## src/jts_pkg.sv

```systemverilog
// Shared types, constants and lookup functions for the JSON token scanner.
// Used by jts_result_fifo and json_token_scanner; depends on nothing else.
package jts_pkg;

    localparam int NumberWidth = 32;
    localparam int QueueDepth  = 4;
    localparam int QueuePtrW   = $clog2(QueueDepth);
    localparam int TdataWidth  = 48;

    typedef enum logic [3:0] {
        TK_OBJ_START = 4'd0,
        TK_OBJ_END   = 4'd1,
        TK_ARR_START = 4'd2,
        TK_ARR_END   = 4'd3,
        TK_COLON     = 4'd4,
        TK_COMMA     = 4'd5,
        TK_TRUE      = 4'd6,
        TK_FALSE     = 4'd7,
        TK_NULL      = 4'd8,
        TK_STR_BYTE  = 4'd9,
        TK_STR_END   = 4'd10,
        TK_NUMBER    = 4'd11,
        TK_EOF       = 4'd12,
        TK_ERROR     = 4'd13
    } token_kind_t;

    typedef enum logic [2:0] {
        MODE_IDLE    = 3'd0,
        MODE_STRING  = 3'd1,
        MODE_LITERAL = 3'd2,
        MODE_NUMBER  = 3'd3,
        MODE_ERROR   = 3'd4
    } scan_mode_t;

    localparam logic [1:0] WORD_TRUE  = 2'd0;
    localparam logic [1:0] WORD_FALSE = 2'd1;
    localparam logic [1:0] WORD_NULL  = 2'd2;

    localparam logic [7:0] CH_NUL    = 8'h00;
    localparam logic [7:0] CH_TAB    = 8'h09;
    localparam logic [7:0] CH_LF     = 8'h0A;
    localparam logic [7:0] CH_CR     = 8'h0D;
    localparam logic [7:0] CH_SPACE  = 8'h20;
    localparam logic [7:0] CH_QUOTE  = 8'h22;
    localparam logic [7:0] CH_COMMA  = 8'h2C;
    localparam logic [7:0] CH_MINUS  = 8'h2D;
    localparam logic [7:0] CH_ZERO   = 8'h30;
    localparam logic [7:0] CH_NINE   = 8'h39;
    localparam logic [7:0] CH_COLON  = 8'h3A;
    localparam logic [7:0] CH_LBRACK = 8'h5B;
    localparam logic [7:0] CH_RBRACK = 8'h5D;
    localparam logic [7:0] CH_LBRACE = 8'h7B;
    localparam logic [7:0] CH_RBRACE = 8'h7D;
    localparam logic [7:0] CH_T      = 8'h74;
    localparam logic [7:0] CH_F      = 8'h66;
    localparam logic [7:0] CH_N      = 8'h6E;

    typedef struct packed {
        token_kind_t        kind;
        logic [7:0]         char_value;
        logic signed [31:0] number_value;
        logic               last;
    } jts_result_t;

    function automatic logic [7:0] word_letter(input logic [1:0] word, input logic [2:0] idx);
        logic [7:0] ch;
        ch = CH_NUL;
        case (word)
            WORD_TRUE: begin
                case (idx)
                    3'd0: ch = 8'h74;
                    3'd1: ch = 8'h72;
                    3'd2: ch = 8'h75;
                    3'd3: ch = 8'h65;
                    default: ch = CH_NUL;
                endcase
            end
            WORD_FALSE: begin
                case (idx)
                    3'd0: ch = 8'h66;
                    3'd1: ch = 8'h61;
                    3'd2: ch = 8'h6C;
                    3'd3: ch = 8'h73;
                    3'd4: ch = 8'h65;
                    default: ch = CH_NUL;
                endcase
            end
            WORD_NULL: begin
                case (idx)
                    3'd0: ch = 8'h6E;
                    3'd1: ch = 8'h75;
                    3'd2: ch = 8'h6C;
                    3'd3: ch = 8'h6C;
                    default: ch = CH_NUL;
                endcase
            end
            default: ch = CH_NUL;
        endcase
        return ch;
    endfunction

    function automatic logic [2:0] word_length(input logic [1:0] word);
        logic [2:0] len;
        case (word)
            WORD_TRUE:  len = 3'd4;
            WORD_FALSE: len = 3'd5;
            WORD_NULL:  len = 3'd4;
            default:    len = 3'd0;
        endcase
        return len;
    endfunction

endpackage

```

## src/json_token_scanner.sv

```systemverilog
// Streaming JSON token scanner: one document byte in, up to two tokens out.
// The tokens of a byte are written into the result queue as the byte is taken.
// Throughput: one byte per cycle while the result queue has room; a number followed by a
// token-producing byte puts two tokens out, which leave the result side one at a time.
// The byte input pauses while the four-entry result queue has fewer than two free slots.
// Reset clears the scanner to idle between tokens and empties the result queue.
module json_token_scanner (
    input  logic                              aclk,
    input  logic                              aresetn,
    input  logic                              s_tvalid,
    output logic                              s_tready,
    input  logic [7:0]                        s_tdata,  // [7:0] in_byte
    output logic                              m_tvalid,
    input  logic                              m_tready,
    output logic [jts_pkg::TdataWidth-1:0]    m_tdata,  // [3:0] token_kind,
                                                        // [11:4] char_value,
                                                        // [43:12] number_value, rest zero
    output logic                              m_tlast   // last_of_item
);
    import jts_pkg::*;

    scan_mode_t              mode_reg, mode_next;
    logic [1:0]              word_reg, word_next;
    logic [2:0]              index_reg, index_next;
    logic [NumberWidth-1:0]  mag_reg, mag_next;
    logic                    neg_reg, neg_next;
    logic                    frozen_reg, frozen_next;
    logic                    started_reg, started_next;

    logic [7:0]              c;
    logic                    accept;
    logic                    is_digit, is_num;

    // Idle scan of the current byte.
    logic                    idle_hit;
    token_kind_t             idle_kind;
    scan_mode_t              idle_mode;
    logic                    idle_lit;
    logic [1:0]              idle_word;

    // Number accumulation from a base state.
    logic [NumberWidth-1:0]  base_mag;
    logic                    base_neg, base_frozen, base_started;
    logic [NumberWidth-1:0]  take_mag;
    logic                    take_neg, take_frozen;
    logic [NumberWidth+3:0]  scaled;
    logic [NumberWidth-1:0]  num_limit;
    logic signed [NumberWidth-1:0] num_result;

    logic [2:0]              idx_plus1;
    logic                    r0_valid, r1_valid;
    jts_result_t             r0, r1, head;
    logic                    room_for_two;

    assign c        = s_tdata;
    assign accept   = s_tvalid && s_tready;
    assign s_tready = room_for_two;
    assign is_digit = (c >= CH_ZERO) && (c <= CH_NINE);
    assign is_num   = is_digit || (c == CH_MINUS);
    assign idx_plus1 = index_reg + 3'd1;

    always_comb begin
        idle_hit  = 1'b1;
        idle_kind = TK_ERROR;
        idle_mode = MODE_IDLE;
        idle_lit  = 1'b0;
        idle_word = WORD_TRUE;
        case (c)
            CH_SPACE, CH_TAB, CH_LF, CH_CR: idle_hit = 1'b0;
            CH_LBRACE: idle_kind = TK_OBJ_START;
            CH_RBRACE: idle_kind = TK_OBJ_END;
            CH_LBRACK: idle_kind = TK_ARR_START;
            CH_RBRACK: idle_kind = TK_ARR_END;
            CH_COLON:  idle_kind = TK_COLON;
            CH_COMMA:  idle_kind = TK_COMMA;
            CH_NUL:    idle_kind = TK_EOF;
            CH_QUOTE: begin
                idle_hit  = 1'b0;
                idle_mode = MODE_STRING;
            end
            CH_T, CH_F, CH_N: begin
                idle_hit  = 1'b0;
                idle_mode = MODE_LITERAL;
                idle_lit  = 1'b1;
                idle_word = (c == CH_T) ? WORD_TRUE : (c == CH_F) ? WORD_FALSE : WORD_NULL;
            end
            default: begin
                if (is_num) begin
                    idle_hit  = 1'b0;
                    idle_mode = MODE_NUMBER;
                end else begin
                    idle_mode = MODE_ERROR;
                end
            end
        endcase
    end

    // A number that starts in idle accumulates from a cleared state.
    always_comb begin
        num_limit = {1'b1, {(NumberWidth-1){1'b0}}};
        if (mode_reg == MODE_IDLE) begin
            base_mag     = '0;
            base_neg     = 1'b0;
            base_frozen  = 1'b0;
            base_started = 1'b0;
        end else begin
            base_mag     = mag_reg;
            base_neg     = neg_reg;
            base_frozen  = frozen_reg;
            base_started = started_reg;
        end
        scaled = {1'b0, base_mag, 3'b000} + {3'b000, base_mag, 1'b0}
               + (NumberWidth+4)'(c[3:0]);
        take_mag    = base_mag;
        take_neg    = base_neg;
        take_frozen = base_frozen;
        if (c == CH_MINUS) begin
            if (!base_started) begin
                take_neg = 1'b1;
            end else begin
                take_frozen = 1'b1;
            end
        end else if (!base_frozen) begin
            if (scaled > (NumberWidth+4)'(num_limit)) begin
                take_mag = num_limit;
            end else begin
                take_mag = scaled[NumberWidth-1:0];
            end
        end
        if (neg_reg) begin
            num_result = NumberWidth'(-$signed(mag_reg));
        end else if (mag_reg >= num_limit) begin
            num_result = $signed(num_limit - 1'b1);
        end else begin
            num_result = $signed(mag_reg);
        end
    end

    always_comb begin
        mode_next    = mode_reg;
        word_next    = word_reg;
        index_next   = index_reg;
        mag_next     = mag_reg;
        neg_next     = neg_reg;
        frozen_next  = frozen_reg;
        started_next = started_reg;
        r0_valid     = 1'b0;
        r1_valid     = 1'b0;
        r0           = '{kind: TK_ERROR, char_value: 8'd0, number_value: 32'sd0, last: 1'b1};
        r1           = '{kind: TK_ERROR, char_value: 8'd0, number_value: 32'sd0, last: 1'b1};
        case (mode_reg)
            MODE_IDLE: begin
                r0_valid  = idle_hit;
                r0.kind   = idle_kind;
                mode_next = idle_mode;
                if (idle_lit) begin
                    word_next  = idle_word;
                    index_next = 3'd1;
                end
                if (idle_mode == MODE_NUMBER) begin
                    mag_next     = take_mag;
                    neg_next     = take_neg;
                    frozen_next  = take_frozen;
                    started_next = 1'b1;
                end
            end
            MODE_STRING: begin
                r0_valid = 1'b1;
                if (c == CH_QUOTE) begin
                    r0.kind   = TK_STR_END;
                    mode_next = MODE_IDLE;
                end else if (c == CH_NUL) begin
                    r0.kind   = TK_ERROR;
                    mode_next = MODE_ERROR;
                end else begin
                    r0.kind       = TK_STR_BYTE;
                    r0.char_value = c;
                end
            end
            MODE_LITERAL: begin
                if ((index_reg < word_length(word_reg)) &&
                    (word_letter(word_reg, index_reg) == c)) begin
                    if (idx_plus1 == word_length(word_reg)) begin
                        r0_valid   = 1'b1;
                        r0.kind    = token_kind_t'(4'(TK_TRUE) + 4'(word_reg));
                        mode_next  = MODE_IDLE;
                        index_next = 3'd0;
                    end else begin
                        index_next = idx_plus1;
                    end
                end else begin
                    r0_valid  = 1'b1;
                    r0.kind   = TK_ERROR;
                    mode_next = MODE_ERROR;
                end
            end
            MODE_NUMBER: begin
                if (is_num) begin
                    mag_next     = take_mag;
                    neg_next     = take_neg;
                    frozen_next  = take_frozen;
                    started_next = 1'b1;
                end else begin
                    r0_valid        = 1'b1;
                    r0.kind         = TK_NUMBER;
                    r0.number_value = 32'(num_result);
                    r0.last         = !idle_hit;
                    r1_valid        = idle_hit;
                    r1.kind         = idle_kind;
                    mode_next       = idle_mode;
                    if (idle_lit) begin
                        word_next  = idle_word;
                        index_next = 3'd1;
                    end
                end
            end
            default: begin
                r0_valid  = 1'b1;
                r0.kind   = TK_ERROR;
                mode_next = MODE_ERROR;
            end
        endcase
    end

    always_ff @(posedge aclk) begin
        if (!aresetn) begin
            mode_reg    <= MODE_IDLE;
            word_reg    <= WORD_TRUE;
            index_reg   <= 3'd0;
            mag_reg     <= '0;
            neg_reg     <= 1'b0;
            frozen_reg  <= 1'b0;
            started_reg <= 1'b0;
        end else if (accept) begin
            mode_reg    <= mode_next;
            word_reg    <= word_next;
            index_reg   <= index_next;
            mag_reg     <= mag_next;
            neg_reg     <= neg_next;
            frozen_reg  <= frozen_next;
            started_reg <= started_next;
        end
    end

    jts_result_fifo u_result_fifo (
        .aclk         (aclk),
        .aresetn      (aresetn),
        .push0        (accept && r0_valid),
        .push0_data   (r0),
        .push1        (accept && r1_valid),
        .push1_data   (r1),
        .pop          (m_tready),
        .not_empty    (m_tvalid),
        .room_for_two (room_for_two),
        .head         (head)
    );

    assign m_tdata = {(TdataWidth-44)'(0), head.number_value, head.char_value, head.kind};
    assign m_tlast = head.last;

endmodule

```

## src/jts_result_fifo.sv

```systemverilog
// Small result queue of the JSON token scanner: takes up to two results per cycle
// and hands out one per cycle while it is not empty and popped. Depends on jts_pkg.
module jts_result_fifo (
    input  logic                aclk,
    input  logic                aresetn,
    input  logic                push0,
    input  jts_pkg::jts_result_t push0_data,
    input  logic                push1,
    input  jts_pkg::jts_result_t push1_data,
    input  logic                pop,
    output logic                not_empty,
    output logic                room_for_two,
    output jts_pkg::jts_result_t head
);
    import jts_pkg::*;

    jts_result_t               entry_reg [QueueDepth];
    logic [QueuePtrW-1:0]      wr_ptr_reg, wr_ptr_next;
    logic [QueuePtrW-1:0]      rd_ptr_reg, rd_ptr_next;
    logic [QueuePtrW:0]        count_reg, count_next;
    logic [QueuePtrW-1:0]      wr_ptr_plus1;
    logic                      do_pop;

    assign not_empty    = (count_reg != '0);
    assign room_for_two = (count_reg <= (QueuePtrW+1)'(QueueDepth - 2));
    assign head         = entry_reg[rd_ptr_reg];
    assign do_pop       = pop && not_empty;
    assign wr_ptr_plus1 = wr_ptr_reg + 1'b1;

    always_comb begin
        wr_ptr_next = wr_ptr_reg;
        rd_ptr_next = rd_ptr_reg;
        count_next  = count_reg;
        if (push0 && push1) begin
            wr_ptr_next = wr_ptr_reg + (QueuePtrW)'(2);
        end else if (push0) begin
            wr_ptr_next = wr_ptr_plus1;
        end
        if (do_pop) begin
            rd_ptr_next = rd_ptr_reg + 1'b1;
        end
        count_next = count_reg + (QueuePtrW+1)'(push0) + (QueuePtrW+1)'(push1)
                   - (QueuePtrW+1)'(do_pop);
    end

    always_ff @(posedge aclk) begin
        if (!aresetn) begin
            wr_ptr_reg <= '0;
            rd_ptr_reg <= '0;
            count_reg  <= '0;
        end else begin
            wr_ptr_reg <= wr_ptr_next;
            rd_ptr_reg <= rd_ptr_next;
            count_reg  <= count_next;
        end
    end

    always_ff @(posedge aclk) begin
        if (push0) begin
            entry_reg[wr_ptr_reg] <= push0_data;
        end
        if (push1) begin
            entry_reg[wr_ptr_plus1] <= push1_data;
        end
    end

endmodule
```

## config.mk

```make
export PLATFORM = sky130hd
export DESIGN_NAME = json_token_scanner
export DESIGN_NICKNAME = d
export VERILOG_FILES = /design/src/jts_pkg.sv /design/src/json_token_scanner.sv /design/src/jts_result_fifo.sv
export SDC_FILE = /design/constraint.sdc
export NUM_CORES = 1
export LEC_CHECK = 0
export BUFFER_PORTS_ARGS = -buffer_cell sky130_fd_sc_hd__buf_4
export CAP_MARGIN = 20
export CORE_MARGIN = 2
export CORE_UTILIZATION = 50
export DETAILED_ROUTE_END_ITERATION = 10
export PLACE_DENSITY = 0.69
export REMOVE_ABC_BUFFERS = 1
export SLEW_MARGIN = 30
export SYNTH_ARGS = -nofsm -noshare
export SYNTH_HDL_FRONTEND = slang
export SYNTH_SLANG_ARGS = --single-unit
```

## constraint.sdc

```tcl
create_clock -name aclk -period 7.8 [get_ports aclk]
set_input_delay 0.78 -clock aclk [delete_from_list [all_inputs] [get_ports aclk]]
set_output_delay 0.78 -clock aclk [all_outputs]
set_load 0.02 [all_outputs]
```

==> metrics.md, run 1 <==
| Metric | Value |
|---|---|
| CP Class | reg2reg |
| Non-filler cells, final | 2047 |
| Max-slew violation count | 0 |
| Crit-path max cell delay | 0.67 ns |
| Proportion of layout cells with a drive suffix above 1 | about an eighth |
| Placed cell area | 15200 um2 |
| Die width | 176 um |
| Ys Warns | 0 |
| DRT iter0 DRCs | 921 |
| CTS tree | done |
| Initial antenna violation count | 1 |
| Num CTS Buffers | 25 |
| Async S/R FF share, synth | 0% |
| GRT Overall Usage | between 20 and 25% |
| Crit-path max FO | 38 |
| Num rows | 62 |
| Iteration count of the initial detailed-routing pass | 8 |
| Average size of a mapped cell | approximately 8.9 um2 |
| Clock sinks | ~230 |
| Synthesized instance count | between 1500 and 2000 |
| Gpl congestion | 0.953 |
| Min Hold Slack | 0.488 ns |
| CP Launch Type | flop |
| I/O Buffers | 58 |
| CP cell instances | or3_1 -> buf_4 -> nand2_1 -> xnor2_1 -> ha_1 -> a31o_2 -> ha_1 -> o211ai_1 -> o21ai_1 -> nand3_1 -> a21oi_1 -> a21boi_0 -> xnor2_1 -> nand3_1 -> nor4_4 -> o211ai_2 -> buf_4 -> o21ai_0 |
| Post-DP HPWL | 26.5 mm |
| Measured slew at the worst slew-check pin | between 0.8 and 0.9 ns |
| Slew HR | a little over two fifths |
| Final worst-path cycle share | 67.9% |
| Cell type with the highest aggregate area in the netlist | dfxtp_1 |
| Clock slew at reported path FFs | 0.06 ns |
| Status | completed |
| Core area | 28900 um2 |
| Final Hold Vio Count | 0 |
| Pwr Density | 188 nW/um2 |
| Hold Crit Class | reg2reg |
| Crit. End Element | flop |
| Worst-case clock buffer depth | 3 |
| Die height | 176 um |
| Highest clock rate | ~0.19 GHz |
| Initial Utilization | between 50% and 60% |
| Worst path arrival time | 5.73 ns |
| Max-cap violation count | 0 |
| Critical path data required time | 8.24 ns |
| First-pass GRT wire length | 61.7 mm |
| Final setup violation count | 0 |
| Vias per cell | 5.95 |
| Number of flip-flops in the largest register | 180 |
| Vias in the first global route | 11700 |
| Critical path's top delay family | compound AO/OA/AOI/OAI gates |
| Min cycle time layout | 5.29 ns |
| Post-synthesis sequential area ratio | approximately a third |
| Wirelength, routed | 37.7 mm |
| Via Count | 12200 |
| DRC viols | 0 |
| Setup Skew | 0.00995 ns |
| Synth top area cells | dfxtp_1 (29%), mux2i_1 (11%), mux4_2 (6.9%), ha_1 (6.6%), nor2_1 (6.6%) |
| Pin count of the biggest net entering global routing | 48 |
| Synth top area share | 29.4% |
| Placed Instances | 2000 |
| Post-synth EDFFs | 16 |
| Cts hold-fix bufs | 0 |
| Boundary Pins | 63 |
| Final Cell Area | 16000 um2 |
| Skew-Pair Late Insertion Delay | 0.51 ns |
| Setup TNS | 0 ns |
| Peak supply drop | 125 uV |
| Post-CTS Resized | 0 |
| Postcts setup bufs | 0 |
| Post-DRT Antenna Nets | 0 |
| Final Core Density | 55.5% |
| Root Buffer | clkbuf_16 |
| WL/cell | around 18 um |
| Synth unique cells | 96 |
| NumNets Final | 1736 |
| P&R area growth vs syn | 8.77% |
| Worst Path Buf+Inv | 2 |
| Leak Pwr | between 6 and 7 nW |
| H-tree depth | 1 |
| RSZ-0062 raised after global routing | no |
| Predominant post-synthesis flop cell | dfxtp_1 |
| Critical-path top delay cell | dfxtp_1 |
| Synth Register Bits | about 230 |
| GRT overflow | 0 |
| Area of the mapped netlist | around 15000 um2 |
| Die area | 30800 um2 |
[per-stage QoR]
step,setup slack (ns),power (W)
after floorplan,3.03,0.00171
after global placement,2.74,0.00185
final,2.51,0.00301
after global routing,2.09,0.00312
after CTS,2.56,0.00302
after detailed placement,2.59,0.00186
[where the power goes]
part | internal [W] | switching (W)
clock network | 0.000688 | 0.000472
logic | 0.000248 | 0.000308
registers | 0.00124 | 0.0000447
[layout make-up]
class | count | area, um2
clock buffers | 31 | 688
diodes | 1 | 2.50
repair buffers | 74 | 576
inverters | 49 | 184
fillers | 2608 | 12800
clock inverters | 14 | 119
flip-flops and latches | 232 | 4810
multi-input cells | 1262 | 9150
well taps | 384 | 480
[path summary, 6_finish.rpt]
check / from / endpoint / slack [ns] / cells after the start
setup / recovery: mode_reg[1] / mag_reg[15] / 2.51 / 18
hold / removal: u_result_fifo.entry_reg[2][16] / u_result_fifo.entry_reg[2][16] / 0.49 / 2
setup reg to reg: mode_reg[1] / mag_reg[15] / 2.51 / 18
hold reg to reg: u_result_fifo.entry_reg[2][16] / u_result_fifo.entry_reg[2][16] / 0.49 / 2
[per-layer routing]
metal / GRT usage, % / routed length (um) / vias to the layer above
met5: 0 / 0 / -
met4: 5.48 / 585 / 0
met3: 2.32 / 2180 / 45
met2: 39.2 / 17400 / 356
met1: 35.0 / 17500 / 5872
li1: - / - / 5913
[cell usage in the layout (no fill, tap or decap), types with 30 or more instances in the layout]
cell type	instances
nor2_1	258
mux2i_1	165
inv_1	48
nand2_1	112
and2_1	56
mux4_2	45
buf_4	73
a21oi_1	85
nor3_1	30
ha_1	78
nand3_1	44
dfxtp_1	214
o21ai_0	57
[cells in the mapped netlist (all sizes together), types with 12 or more instances]
cell	count
o211ai	13
and2	64
xnor2	24
a21oi	88
nor2b	13
o22ai	12
clkbuf	62
or3	12
dfxtp	216
a21o	13
a211oi	14
nor3	30
a311oi	12
buf	40
nand3	44
xor2	17
o21ai	80
inv	48
ha	78
nor2	260
nand2	112
mux4	45
edfxtp	16
mux2i	165
[worst reg2reg max path: stages (launching register included)]
cell and delay (ns):
dfxtp_1 0.67, or3_1 0.20, buf_4 0.33, nand2_1 0.18, xnor2_1 0.16, ha_1 0.18
a31o_2 0.22, ha_1 0.34, o211ai_1 0.14, o21ai_1 0.44, nand3_1 0.16, a21oi_1 0.25
a21boi_0 0.15, xnor2_1 0.35, nand3_1 0.20, nor4_4 0.49, o211ai_2 0.31, buf_4 0.31
o21ai_0 0.15
[logic make-up (layout without fill, tap and decap cells)]
| family | Yosys count | in the layout | synth area share (%) |
|---|---|---|---|
| buffers and inverters | 155 | 168 | 5.32 |
| DFF | 232 | 232 | 32.6 |
| xor gates and xnor gates | 41 | 41 | 2.44 |
| adders and majority gates | 81 | 81 | 6.97 |
| and+or+nand+nor | 607 | 607 | 19.9 |
| other | 1 | 5 | 0.0255 |
| AOI/OAI and AO/OA | 319 | 319 | 14.6 |
| muxes | 210 | 210 | 18.1 |
(Power assumes the default switching activity.)
==> run 2: changes to the inputs <==
==> constraint.sdc (replaced) <==
create_clock -name aclk -period 5.06 [get_ports aclk]
set_input_delay 0.506 -clock aclk [delete_from_list [all_inputs] [get_ports aclk]]
set_output_delay 0.506 -clock aclk [all_outputs]
set_load 0.02 [all_outputs]
==> metrics.md, run 2 (same netlist as run 1, synthesis figures left out) <==
| Metric | Value |
|---|---|
| Pwr Density | 286 nW/um2 (+53%) |
| Skew-Pair Late Insertion Delay | 0.51 ns (about the same) |
| CP cell instances | or3_1 -> buf_4 -> and2_1 -> ha_1 -> ha_1 -> nand4_1 -> nor4b_1 -> o211ai_1 -> a31oi_1 -> a21oi_1 -> xor2_1 -> nand4_1 -> a21oi_1 -> o211ai_1 -> a22oi_1 |
| Slew HR | 42.1% (-1.8 points) |
| Clock slew at reported path FFs | 0.06 ns (about the same) |
| Iteration count of the initial detailed-routing pass | 5 (-3) |
| Max-cap violation count | 0 (unchanged) |
| Worst path arrival time | 5.15 ns (-0.58 ns) |
| Reg2reg start | mode_reg[1] |
| Vias per cell | 5.93 (-0.32%) |
| Setup TNS | 0 ns (unchanged) |
| Crit-path max FO | 19 (-50%) |
| Fillcell total | 2582 (-1.0%) |
| Commonest non-fill, non-tap cell in the layout | nor2_1 |
| Num CTS Buffers | 24 (-4.0%) |
| P&R area growth vs syn | 9.48% |
| CTS tree | done |
| CP Class | reg2reg |
| WL/cell | 18.0 um (-2.1%) |
| Crit-path max cell delay | 0.46 ns (-0.21 ns) |
| Postcts setup bufs | 0 (unchanged) |
| Leak Pwr | 6.45 nW (+0.72%) |
| Boundary Pins | 63 (unchanged) |
| Initial antenna violation count | 0 (-1) |
| Wirelength, routed | 37.0 mm (-1.7%) |
| Vias in the first global route | 11600 (-1.2%) |
| Gpl congestion | 0.929 (-2.6%) |
| H-tree depth | 1 (unchanged) |
| Critical path data required time | 5.49 ns (-2.75 ns) |
| Commonest cells after routing, fill and taps aside | nor2_1 (258), dfxtp_1 (214), mux2i_1 (165) |
| Total Power | 0.00461 W (+54%) |
| Critical-path top delay cell | or3_1 |
| DRC viols | 0 (unchanged) |
| Post-DP HPWL | 26.0 mm (-1.8%) |
| Final setup violation count | 0 (unchanged) |
| Worst Path Buf+Inv | 1 (-1) |
| CP Launch Type | flop |
| Measured slew at the worst slew-check pin | 0.862 ns (+0.0291 ns) |
| Max-slew violation count | 0 (unchanged) |
| Via Count | 12200 (+0.074%) |
| Critical path's top delay family | compound AO/OA/AOI/OAI gates |
| GRT overflow | 0 (unchanged) |
| Num rows | 62 (unchanged) |
| Die area | 30800 um2 (unchanged) |
| Number of flip-flops in the largest register | 180 (unchanged) |
| Post-CTS Resized | 0 (unchanged) |
| Die height | 176 um (unchanged) |
| Worst-case clock buffer depth | 3 (unchanged) |
| Core area | 28900 um2 (unchanged) |
| Peak supply drop | 208 uV (+66%) |
| Setup Skew | 0.00660 ns (-0.00335 ns) |
| Hold Crit Start | aresetn |
| Final worst-path cycle share | 93.4% (+26 points) |
| RSZ-0062 raised after global routing | no |
| Worst setup path startpoint | mode_reg[1] |
| NumNets Final | 1745 (+0.52%) |
| Initial Utilization | 51.0% (unchanged) |
| Clock sinks | 232 (unchanged) |
| I/O Buffers | 58 (unchanged) |
| Min cycle time layout | 4.73 ns (-0.566 ns) |
| Hold Crit Class | in2reg |
| Crit. End Element | flop |
| Highest clock rate | 0.212 GHz (+12%) |
| Post-DRT Antenna Nets | 0 (unchanged) |
| Proportion of layout cells with a drive suffix above 1 | 13.5% (+0.65 points) |
| DRT iter0 DRCs | 926 (+0.54%) |
| # diodes | 0 (-1) |
| Final Hold Vio Count | 0 (unchanged) |
| Pin count of the biggest net entering global routing | 48 (unchanged) |
| Cts hold-fix bufs | 0 (unchanged) |
| First-pass GRT wire length | 60.1 mm (-2.5%) |
| GRT Overall Usage | 23.6% (-0.58 points) |
| Die width | 176 um (unchanged) |
| Status | completed |
| Root Buffer | clkbuf_16 |
run 2: cell count changes in the layout (fill, tap and decap cells not counted):
cell	before	now
clkbuf_1	2	1
inv_6	1	0
buf_16	1	0
clkinv_4	0	3
clkinvlp_2	0	2
clkbuf_8	4	2
buf_4	73	79
clkinv_1	7	5
diode_2	1	0
buf_12	0	5
run 2: tightest hold or removal path, cell delays in order:
cell,delay (ns)
buf_4,0.19
nand2_1,0.08
nor2_1,0.04
run 2: report_power, final:
part | switching, W | total, W | leakage (nW) | internal (W)
Sequential | 0.0000799 | 0.00200 | 1.89 | 0.00192
Combinational | 0.000458 | 0.000850 | 4.17 | 0.000392
Clock | 0.000735 | 0.00177 | 0.386 | 0.00103
run 2: area by class of cell:
type	instances	area, um2	share of cell area [%]
Tap cell	384	480	2.98
Clock inverter	16	139	0.862
Sequential cell	232	4810	29.8
Multi-Input combinational cell	1262	9150	56.8
Inverter	49	184	1.14
Timing Repair Buffer	84	693	4.30
Clock buffer	28	657	4.08
run 2: final timing paths:
check        slack [ns]                             end  cells past startpoint
max                0.33                      mag_reg[2]                     15
min                0.35                      frozen_reg                      3
max reg2reg        0.33                      mag_reg[2]                     15
min reg2reg        0.49  u_result_fifo.entry_reg[2][28]                      2
run 2: metal layers:
metal	wire length (um)	up-vias	GRT usage, %
li1	-	5914	-
met2	17000	358	38.9
met1	17600	5885	34.2
met4	505	0	4.61
met3	1920	38	1.73
met5	0	-	0
run 2: metrics by stage:
| step | instance area [um2] | setup slack [ns] | hold slack (ns) | utilization (%) | std cells |
|---|---|---|---|---|---|
| finish | 16100 | 0.333 | 0.353 | 55.8 | 2055 |
| global route | 16100 | 0.0205 | 0.380 | 55.8 | 2055 |
| CTS | 16100 | 0.365 | 0.343 | 55.8 | 2054 |
| detailed placement | 15300 | 0.390 | 0.475 | 53.0 | 2010 |
| global placement | 15300 | 0.398 | 0.467 | 53.0 | 2010 |
| floorplan | 14100 | 0.295 | 0.455 | - | 1543 |
